===== config.mk =====
export PLATFORM = sky130hd
export DESIGN_NAME = pixel_layer_blend
export DESIGN_NICKNAME = d
export VERILOG_FILES = /design/src/hdl/plb_pkg.sv /design/src/hdl/pixel_layer_blend.sv /design/src/hdl/plb_channel.sv
export VERILOG_INCLUDE_DIRS = /design/src /design/src/hdl
export SDC_FILE = /design/constraint.sdc
export NUM_CORES = 1
export LEC_CHECK = 0
export BUFFER_PORTS_ARGS = -buffer_cell sky130_fd_sc_hd__buf_2
export CAP_MARGIN = 0
export CORE_MARGIN = 2
export CORE_UTILIZATION = 30
export DETAILED_ROUTE_END_ITERATION = 8
export GPL_TIMING_DRIVEN = 0
export PLACE_DENSITY_LB_ADDON = 0.05
export SLEW_MARGIN = 20
export SYNTH_ARGS = -nofsm -noshare
export SYNTH_HDL_FRONTEND = slang
export SYNTH_HIERARCHICAL = 1
export SYNTH_SLANG_ARGS = --single-unit
export TNS_END_PERCENT = 100

===== constraint.sdc =====
create_clock -name clock -period 4.33 [get_ports clock]
set_input_delay 0.2165 -clock clock [delete_from_list [all_inputs] [get_ports clock]]
set_output_delay 0.2165 -clock clock [all_outputs]
set_load 0.005 [all_outputs]

===== src/hdl/assert_macros.svh =====
// ----------------------------------------------------------------------------
// assert_macros.svh
// shared concurrent assertion macros for the layer blend block
// ----------------------------------------------------------------------------
`ifndef ASSERT_MACROS_SVH
`define ASSERT_MACROS_SVH

// antecedent implies consequent in the same cycle
`define PLB_ASSERT_IMP(label, clk, rst, ante, cons) \
   label: assert property (@(posedge clk) disable iff (rst) (ante) |-> (cons)) \
      else $error("assertion failed");

// antecedent implies consequent in the next cycle
`define PLB_ASSERT_NXT(label, clk, rst, ante, cons) \
   label: assert property (@(posedge clk) disable iff (rst) (ante) |=> (cons)) \
      else $error("assertion failed");

`endif


===== src/hdl/plb_pkg.sv =====
// ----------------------------------------------------------------------------
// plb_pkg
// types and constants shared by the layer blend block
// ----------------------------------------------------------------------------
package plb_pkg;

   localparam int CHAN_WIDTH      = 8;
   localparam int CSR_INDEX_WIDTH = 2;
   localparam int CSR_DATA_WIDTH  = 8;
   localparam int MODE_WIDTH      = 3;

   // brightest channel value
   localparam logic [CHAN_WIDTH-1:0] CHAN_MAX = 8'd255;

   typedef enum logic [MODE_WIDTH-1:0] {
      MODE_MULTIPLY = 3'd0,
      MODE_SUBTRACT = 3'd1,
      MODE_SCREEN   = 3'd2,
      MODE_OVERLAY  = 3'd3,
      MODE_ADD      = 3'd4,
      MODE_SCALE    = 3'd5
   } plb_mode_type;

   typedef enum logic [CSR_INDEX_WIDTH-1:0] {
      CSR_BLEND_MODE   = 2'd0,
      CSR_BLUE_AMOUNT  = 2'd1,
      CSR_GREEN_AMOUNT = 2'd2,
      CSR_RED_AMOUNT   = 2'd3
   } plb_csr_type;

   typedef struct packed {
      logic [CHAN_WIDTH-1:0] top_blue;
      logic [CHAN_WIDTH-1:0] top_green;
      logic [CHAN_WIDTH-1:0] top_red;
      logic [CHAN_WIDTH-1:0] bot_blue;
      logic [CHAN_WIDTH-1:0] bot_green;
      logic [CHAN_WIDTH-1:0] bot_red;
   } plb_req_type;

   typedef struct packed {
      logic [CHAN_WIDTH-1:0] out_blue;
      logic [CHAN_WIDTH-1:0] out_green;
      logic [CHAN_WIDTH-1:0] out_red;
   } plb_rsp_type;

   // per-channel settings handed to each channel pipe
   typedef struct packed {
      plb_mode_type          mode;
      logic [CHAN_WIDTH-1:0] amount;
   } plb_chan_cfg_type;

endpackage


===== src/hdl/pixel_layer_blend.sv =====
// ----------------------------------------------------------------------------
// pixel_layer_blend
// blends a top and a bottom RGB pixel per channel in the configured mode
// ----------------------------------------------------------------------------
//  channel   ports                                  direction
//  request   start, busy, req_data                  in
//  response  rsp_valid, rsp_data                    out
//  control   csr_valid, csr_ready, csr_index,       in
//            csr_data
//
//  one pixel per clock; each result passes in turn through the four
//  register stages of the channel pipe (prep, multiply,
//  divide estimate, correction)
//  reset clears the stage valid bits and the control registers
//  busy stays low and the pipe never stalls; results go out on rsp_valid
// ----------------------------------------------------------------------------
`include "assert_macros.svh"

module pixel_layer_blend (
   input  logic                                  clock,
   input  logic                                  reset,
   input  logic                                  start,
   output logic                                  busy,
   input  plb_pkg::plb_req_type                  req_data,
   output logic                                  rsp_valid,
   output plb_pkg::plb_rsp_type                  rsp_data,
   input  logic                                  csr_valid,
   output logic                                  csr_ready,
   input  logic [plb_pkg::CSR_INDEX_WIDTH-1:0]   csr_index,
   input  logic [plb_pkg::CSR_DATA_WIDTH-1:0]    csr_data
);
   import plb_pkg::*;

   plb_mode_type          mode_ff;
   logic [CHAN_WIDTH-1:0] blue_amount_ff;
   logic [CHAN_WIDTH-1:0] green_amount_ff;
   logic [CHAN_WIDTH-1:0] red_amount_ff;

   logic s1_valid_ff;
   logic s2_valid_ff;
   logic s3_valid_ff;
   logic rsp_valid_ff;

   logic accept;
   logic csr_write;

   plb_chan_cfg_type blue_cfg;
   plb_chan_cfg_type green_cfg;
   plb_chan_cfg_type red_cfg;

   assign busy      = 1'b0;
   assign csr_ready = 1'b1;
   assign accept    = start && !busy;
   assign csr_write = csr_valid && csr_ready;

   // control registers
   always_ff @(posedge clock) begin
      if (reset) begin
         mode_ff         <= MODE_MULTIPLY;
         blue_amount_ff  <= '0;
         green_amount_ff <= '0;
         red_amount_ff   <= '0;
      end else if (csr_write) begin
         case (csr_index)
            CSR_BLEND_MODE:   mode_ff         <= plb_mode_type'(csr_data[MODE_WIDTH-1:0]);
            CSR_BLUE_AMOUNT:  blue_amount_ff  <= csr_data[CHAN_WIDTH-1:0];
            CSR_GREEN_AMOUNT: green_amount_ff <= csr_data[CHAN_WIDTH-1:0];
            CSR_RED_AMOUNT:   red_amount_ff   <= csr_data[CHAN_WIDTH-1:0];
            default: ;
         endcase
      end
   end

   // valid bits follow the data through the stages
   always_ff @(posedge clock) begin
      if (reset) begin
         s1_valid_ff  <= 1'b0;
         s2_valid_ff  <= 1'b0;
         s3_valid_ff  <= 1'b0;
         rsp_valid_ff <= 1'b0;
      end else begin
         s1_valid_ff  <= accept;
         s2_valid_ff  <= s1_valid_ff;
         s3_valid_ff  <= s2_valid_ff;
         rsp_valid_ff <= s3_valid_ff;
      end
   end

   assign rsp_valid = rsp_valid_ff;

   // per-channel settings
   always_comb begin
      blue_cfg  = '{mode: mode_ff, amount: blue_amount_ff};
      green_cfg = '{mode: mode_ff, amount: green_amount_ff};
      red_cfg   = '{mode: mode_ff, amount: red_amount_ff};
   end

   plb_channel u_blue (
      .clock    (clock),
      .chan_cfg (blue_cfg),
      .top_chan (req_data.top_blue),
      .bot_chan (req_data.bot_blue),
      .res_chan (rsp_data.out_blue)
   );

   plb_channel u_green (
      .clock    (clock),
      .chan_cfg (green_cfg),
      .top_chan (req_data.top_green),
      .bot_chan (req_data.bot_green),
      .res_chan (rsp_data.out_green)
   );

   plb_channel u_red (
      .clock    (clock),
      .chan_cfg (red_cfg),
      .top_chan (req_data.top_red),
      .bot_chan (req_data.bot_red),
      .res_chan (rsp_data.out_red)
   );

   // every result comes from an earlier transfer
   `PLB_ASSERT_IMP(a_rsp_has_source, clock, reset, rsp_valid, $past(accept, 4))

   // a transfer not hit by reset always comes out as a result
   `PLB_ASSERT_IMP(a_transfer_delivered, clock, reset, $past(accept, 4) && !$past(reset, 4) && !$past(reset, 3) && !$past(reset, 2) && !$past(reset, 1), rsp_valid)

   // a mode write lands in the mode register
   `PLB_ASSERT_NXT(a_mode_write, clock, reset, csr_write && csr_index == CSR_BLEND_MODE, mode_ff == $past(csr_data[MODE_WIDTH-1:0]))

endmodule


===== src/hdl/plb_channel.sv =====
// ----------------------------------------------------------------------------
// plb_channel
// four-stage datapath for one color channel: operand prep, multiply,
// divide-by-255 estimate, correction and result select
// ----------------------------------------------------------------------------
module plb_channel (
   input  logic                             clock,
   input  plb_pkg::plb_chan_cfg_type        chan_cfg,
   input  logic [plb_pkg::CHAN_WIDTH-1:0]   top_chan,
   input  logic [plb_pkg::CHAN_WIDTH-1:0]   bot_chan,
   output logic [plb_pkg::CHAN_WIDTH-1:0]   res_chan
);
   import plb_pkg::*;

   localparam int MUL_WIDTH  = 2 * CHAN_WIDTH;
   localparam int PROD_WIDTH = 2 * CHAN_WIDTH + 1;
   localparam int QUOT_WIDTH = CHAN_WIDTH + 1;
   localparam int REM_WIDTH  = CHAN_WIDTH + 2;

   // rounding bias and correction limits for round(p / 255)
   localparam logic [PROD_WIDTH-1:0] ROUND_BIAS = 17'd127;
   localparam logic [REM_WIDTH-1:0]  REM_ONE    = 10'd255;
   localparam logic [REM_WIDTH-1:0]  REM_TWO    = 10'd510;

   typedef enum logic [1:0] {
      KIND_DIV,
      KIND_SAT,
      KIND_DIRECT
   } kind_type;

   // stage 1 registers
   kind_type              s1_kind_ff,   s1_kind_in;
   logic [CHAN_WIDTH-1:0] s1_x_ff,      s1_x_in;
   logic [CHAN_WIDTH-1:0] s1_y_ff,      s1_y_in;
   logic                  s1_dbl_ff,    s1_dbl_in;
   logic                  s1_inv_ff,    s1_inv_in;
   logic [CHAN_WIDTH-1:0] s1_direct_ff, s1_direct_in;

   // stage 2 registers
   kind_type              s2_kind_ff;
   logic [PROD_WIDTH-1:0] s2_prod_ff,   s2_prod_in;
   logic                  s2_inv_ff;
   logic [CHAN_WIDTH-1:0] s2_direct_ff;

   // stage 3 registers
   kind_type              s3_kind_ff;
   logic [QUOT_WIDTH-1:0] s3_quot_ff,   s3_quot_in;
   logic [REM_WIDTH-1:0]  s3_rem_ff,    s3_rem_in;
   logic                  s3_over_ff,   s3_over_in;
   logic [CHAN_WIDTH-1:0] s3_low_ff;
   logic                  s3_inv_ff;
   logic [CHAN_WIDTH-1:0] s3_direct_ff;

   // stage 4 result
   logic [CHAN_WIDTH-1:0] res_ff,       res_in;

   logic [CHAN_WIDTH:0]   add_sum;
   logic [PROD_WIDTH-1:0] biased;
   logic [QUOT_WIDTH-1:0] quot_fix;
   logic [CHAN_WIDTH-1:0] div_res;
   logic [CHAN_WIDTH-1:0] sat_res;

   // operand prep: every mode maps onto one product, a clamp or a direct value
   always_comb begin
      add_sum      = {1'b0, top_chan} + {1'b0, chan_cfg.amount};
      s1_kind_in   = KIND_DIRECT;
      s1_x_in      = top_chan;
      s1_y_in      = bot_chan;
      s1_dbl_in    = 1'b0;
      s1_inv_in    = 1'b0;
      s1_direct_in = top_chan;
      case (chan_cfg.mode)
         MODE_MULTIPLY: begin
            s1_kind_in = KIND_DIV;
         end
         MODE_SUBTRACT: begin
            s1_direct_in = (bot_chan > top_chan) ? (bot_chan - top_chan) : '0;
         end
         MODE_SCREEN: begin
            s1_kind_in = KIND_DIV;
            s1_x_in    = ~top_chan;
            s1_y_in    = ~bot_chan;
            s1_inv_in  = 1'b1;
         end
         MODE_OVERLAY: begin
            s1_kind_in = KIND_DIV;
            s1_dbl_in  = 1'b1;
            // upper half of the bottom value takes the inverted screen form
            if (bot_chan[CHAN_WIDTH-1]) begin
               s1_x_in   = ~top_chan;
               s1_y_in   = ~bot_chan;
               s1_inv_in = 1'b1;
            end
         end
         MODE_ADD: begin
            s1_direct_in = add_sum[CHAN_WIDTH] ? CHAN_MAX : add_sum[CHAN_WIDTH-1:0];
         end
         MODE_SCALE: begin
            s1_kind_in = KIND_SAT;
            s1_y_in    = chan_cfg.amount;
         end
         default: begin
            s1_direct_in = top_chan;
         end
      endcase
   end

   // multiply, doubled for overlay
   always_comb begin
      s2_prod_in = {1'b0, MUL_WIDTH'(s1_x_ff) * MUL_WIDTH'(s1_y_ff)};
      if (s1_dbl_ff) begin
         s2_prod_in = {s2_prod_in[PROD_WIDTH-2:0], 1'b0};
      end
   end

   // divide by 255: quotient estimate from n / 256 and its remainder
   always_comb begin
      biased     = s2_prod_ff + ROUND_BIAS;
      s3_quot_in = biased[PROD_WIDTH-1:CHAN_WIDTH];
      s3_rem_in  = {2'b00, biased[CHAN_WIDTH-1:0]} + {1'b0, s3_quot_in};
      s3_over_in = |s2_prod_ff[PROD_WIDTH-1:CHAN_WIDTH];
   end

   // correct the estimate and pick the result for the mode
   always_comb begin
      quot_fix = s3_quot_ff;
      if (s3_rem_ff >= REM_TWO) begin
         quot_fix = s3_quot_ff + 9'd2;
      end else if (s3_rem_ff >= REM_ONE) begin
         quot_fix = s3_quot_ff + 9'd1;
      end
      div_res = s3_inv_ff ? ~quot_fix[CHAN_WIDTH-1:0] : quot_fix[CHAN_WIDTH-1:0];
      sat_res = s3_over_ff ? CHAN_MAX : s3_low_ff;
      case (s3_kind_ff)
         KIND_DIV: res_in = div_res;
         KIND_SAT: res_in = sat_res;
         default:  res_in = s3_direct_ff;
      endcase
   end

   // pipeline registers, payload only
   always_ff @(posedge clock) begin
      s1_kind_ff   <= s1_kind_in;
      s1_x_ff      <= s1_x_in;
      s1_y_ff      <= s1_y_in;
      s1_dbl_ff    <= s1_dbl_in;
      s1_inv_ff    <= s1_inv_in;
      s1_direct_ff <= s1_direct_in;

      s2_kind_ff   <= s1_kind_ff;
      s2_prod_ff   <= s2_prod_in;
      s2_inv_ff    <= s1_inv_ff;
      s2_direct_ff <= s1_direct_ff;

      s3_kind_ff   <= s2_kind_ff;
      s3_quot_ff   <= s3_quot_in;
      s3_rem_ff    <= s3_rem_in;
      s3_over_ff   <= s3_over_in;
      s3_low_ff    <= s2_prod_ff[CHAN_WIDTH-1:0];
      s3_inv_ff    <= s2_inv_ff;
      s3_direct_ff <= s2_direct_ff;

      res_ff       <= res_in;
   end

   assign res_chan = res_ff;

endmodule


==> results_dict.tcl <==
set metrics [dict create \
    status "finished clean" \
    p_leak_nw 10.86 \
    synthTopCellsByArea "dfxtp_1 33%, ha_1 11%, fa_1 11%" \
    reg2reg_from "u_blue/s1_x_ff[1]" \
    grt-ovfl-total 0 \
    grt_max_degree 17 \
    grt_pass1_wl_um 86670 \
    cts_num_sinks 337 \
    post-route-util 0.3617 \
    cp-end-kind "flip-flop" \
    syn_area_per_cell_um2 9.539 \
    vias 15190 \
    crit_type "flip-flop to flip-flop" \
    dr.first_iter.drc_count 610 \
    period_minus_slack_ps 4230 \
    fp-row-count 96 \
    yosysTopAreaCell "dfxtp_1" \
    ir_worst_vdd_v 0.0003586 \
    synth_seq_cells 337 \
    synth_top_area_share 0.3259 \
    ioPinCount 89 \
    r2r_slack_ps 100 \
    antenna_found_initial 3 \
    drtAntennaViolNets 0 \
    numCtsBuffers 41 \
    clk_path_buf_depth 3 \
    syn-num-nets 2538 \
    worstHoldPathType "primary input to flip-flop" \
    worst-slew-pin-transition_ps 898.2 \
    hpwl_um 43380 \
    slew_violations 0 \
    cts_root_buf "clkbuf_16" \
    synth_cell_type_count 85 \
    slowest_stage "fa_1" \
    finalWirelength_um 53750 \
    cts_tree "built" \
    skew_ps 17.28 \
    start_kind "flip-flop" \
    critPathMaxStageDelay_ps 570 \
    syn_inst 2170 \
    dieHeight_um 266.7 \
    drv_cap 0 \
    cp-startpoint "u_blue/s1_x_ff[1]" \
    syn_area_um2 20700 \
    area_delta_synth_final_pct 19.65 \
    ys.flop_type "dfxtp_1" \
    port_buffers 85 \
    crit_end "u_blue/s2_prod_ff[12]" \
    cp.arrival_ps 4670 \
    hp-start "req_data[31]" \
    place_congestion 0.8280 \
    ys_warn_count 6 \
    fillCellCount 6980 \
    reg2reg_depth 14 \
    postLayoutCellArea_um2 24770 \
    die_w_um 266.7 \
    timing.slew.headroom 0.3966 \
    drt_first_pass_iters 5 \
    htreeDepth 2 \
    clk_latency_ps 570 \
    crit_chain "nand2_4 -> fa_1 -> fa_1 -> inv_2 -> fa_1 -> inv_2 -> fa_1 -> inv_2 -> ha_4 -> or4_4 -> o22ai_4 -> buf_4 -> xor2_1 -> o21ai_0" \
    worst-path-max-fanout 8 \
    track_usage 0.1535 \
    crit_required_ps 4770 \
    wl_per_cell_um 16.38 \
    die_area_um2 71110 \
    drcViolationCount 0 \
    cpMostUsedCell "fa_1" \
    power_density_nw_per_um2 644.0 \
    drive_above_1_share 0.1468 \
    r2r-end "u_blue/s2_prod_ff[12]" \
    regArea_um2 6902 \
    async_flop_share 0 \
    initial_core_util 0.3023 \
    core_um2 68470 \
    fin_crit_sh 0.9769 \
    path_clk_slew_ps 60 \
    yosysSeqAreaShare 0.3259 \
    fmax_ghz 0.2364 \
    grt_pass1_vias 15680 \
    rsz0062_at_grt "yes" \
    multiInputGateArea_um2 13310 \
    setup_viol 0 \
    placed_cell_area_um2 22230 \
    fin_nets 2734 \
    finalHoldViolations 0 \
    vias_per_cell 4.629 \
    synth_edf_count 0 \
]
## routing by layer
layer  up-vias  global-route usage  wire, µm
met5         -                   0        16
met3        61             0.02067      1563
met4         2             0.03325       882
met1      7193              0.2116     26600
met2       184              0.2551     24690
li1       7752                   -         -
## power breakdown
group	leakage (nW)	total (mW)	internal [mW]	switching [mW]
sequential	2.83	4.59	3.98	0.614
clock	0.670	3.41	2.02	1.39
combinational	7.36	7.95	3.78	4.16
## registers in the layout, indices dropped and copies added, names as in the netlist, 10 cells and up
| signal | flops |
|---|---|
| u_green/s2_prod_ff | 17 |
| u_red/s3_rem_ff | 10 |
| u_blue/s3_rem_ff | 10 |
| u_blue/s2_prod_ff | 17 |
| u_green/s3_rem_ff | 10 |
| u_red/s2_prod_ff | 17 |
## cells in the final DEF (no fill, tap or decap), types with 28 or more instances in the layout
cell type and instances:
dfxtp_1 295, inv_1 217, ha_1 177, and2_1 156, nand2_1 137, xnor2_1 135
fa_1 114, nor2_1 110, buf_2 94, o21ai_0 78, a21oi_1 68, nand2b_1 55
dlygate4sd3_1 46, mux2i_1 43, clkbuf_16 41, xor2_1 41, dfxtp_4 41, a221o_1 31
nor2b_1 28
## critical path: cells and delay by family (launching register included)
kind	cells	cell delay [ps]
buffers and inverters	4	290
DFF	1	410
and+or+nand+nor	2	600
AOI/OAI and AO/OA	2	310
adders and majority gates	5	2230
xor gates and xnor gates	1	260
## area by class of cell
type / count / area share
Antenna cell: 2 / 0.0002021
Tap cell: 882 / 0.04456
Inverter: 230 / 0.03486
Timing Repair Buffer: 153 / 0.04294
Buffer: 33 / 0.005759
Sequential cell: 337 / 0.2787
Multi-Input combinational cell: 1570 / 0.5376
Clock inverter: 20 / 0.009043
Clock buffer: 55 / 0.04638
## worst min path at each step
stage	cells past startpoint	endpoint
after floorplan	0	u_blue/s2_direct_ff[0]
after global placement	0	u_red/s3_inv_ff
after detailed placement	0	u_blue/s2_direct_ff[7]
after CTS	3	u_red/s1_x_ff[7]
after global routing	3	blue_amount_ff[1]
final	3	u_red/s1_x_ff[7]
## repair_timing
action                                 CTS  global route
cloned                                   0             0
setup buffers                           11            11
hold buffers                            46             0
resized for setup                       94            87
endpoints found under the hold margin   53             0
setup endpoints to repair               20            19
pin swaps                               24            53
## cells by family after synthesis
logic type / share of synthesized area
compound gates: 0.1207
buf+inv: 0.04860
other cells: 0.0003628
simple gates: 0.1661
fa+ha+maj: 0.2274
mux: 0.03440
xor+xnor: 0.07653
flops: 0.3259
## cell usage after synthesis, drive strengths merged, types with 31 or more instances
| cell type | instances |
|---|---|
| a21oi | 72 |
| nand2 | 143 |
| dfxtp | 337 |
| inv | 229 |
| xor2 | 42 |
| xnor2 | 138 |
| nand2b | 55 |
| ha | 189 |
| and2 | 164 |
| nor2 | 114 |
| mux2i | 43 |
| o21ai | 101 |
| fa | 117 |
| a221o | 31 |
## through the flow
stage	power (mW)	hold slack (ps)	setup slack, ps	setup TNS (ps)	instances
finish	15.95	35.53	99.82	0	3282
global route	17.38	46.02	-44.42	-62.88	3281
CTS	15.59	9.528	0.2665	0	3269
detailed placement	11.72	312.1	-492.1	-5070	3137
global placement	11.74	312.3	-417.8	-4350	3137
floorplan	9.856	309.6	73.95	0	2170
Note: power is estimated with default switching activity, not from simulation.
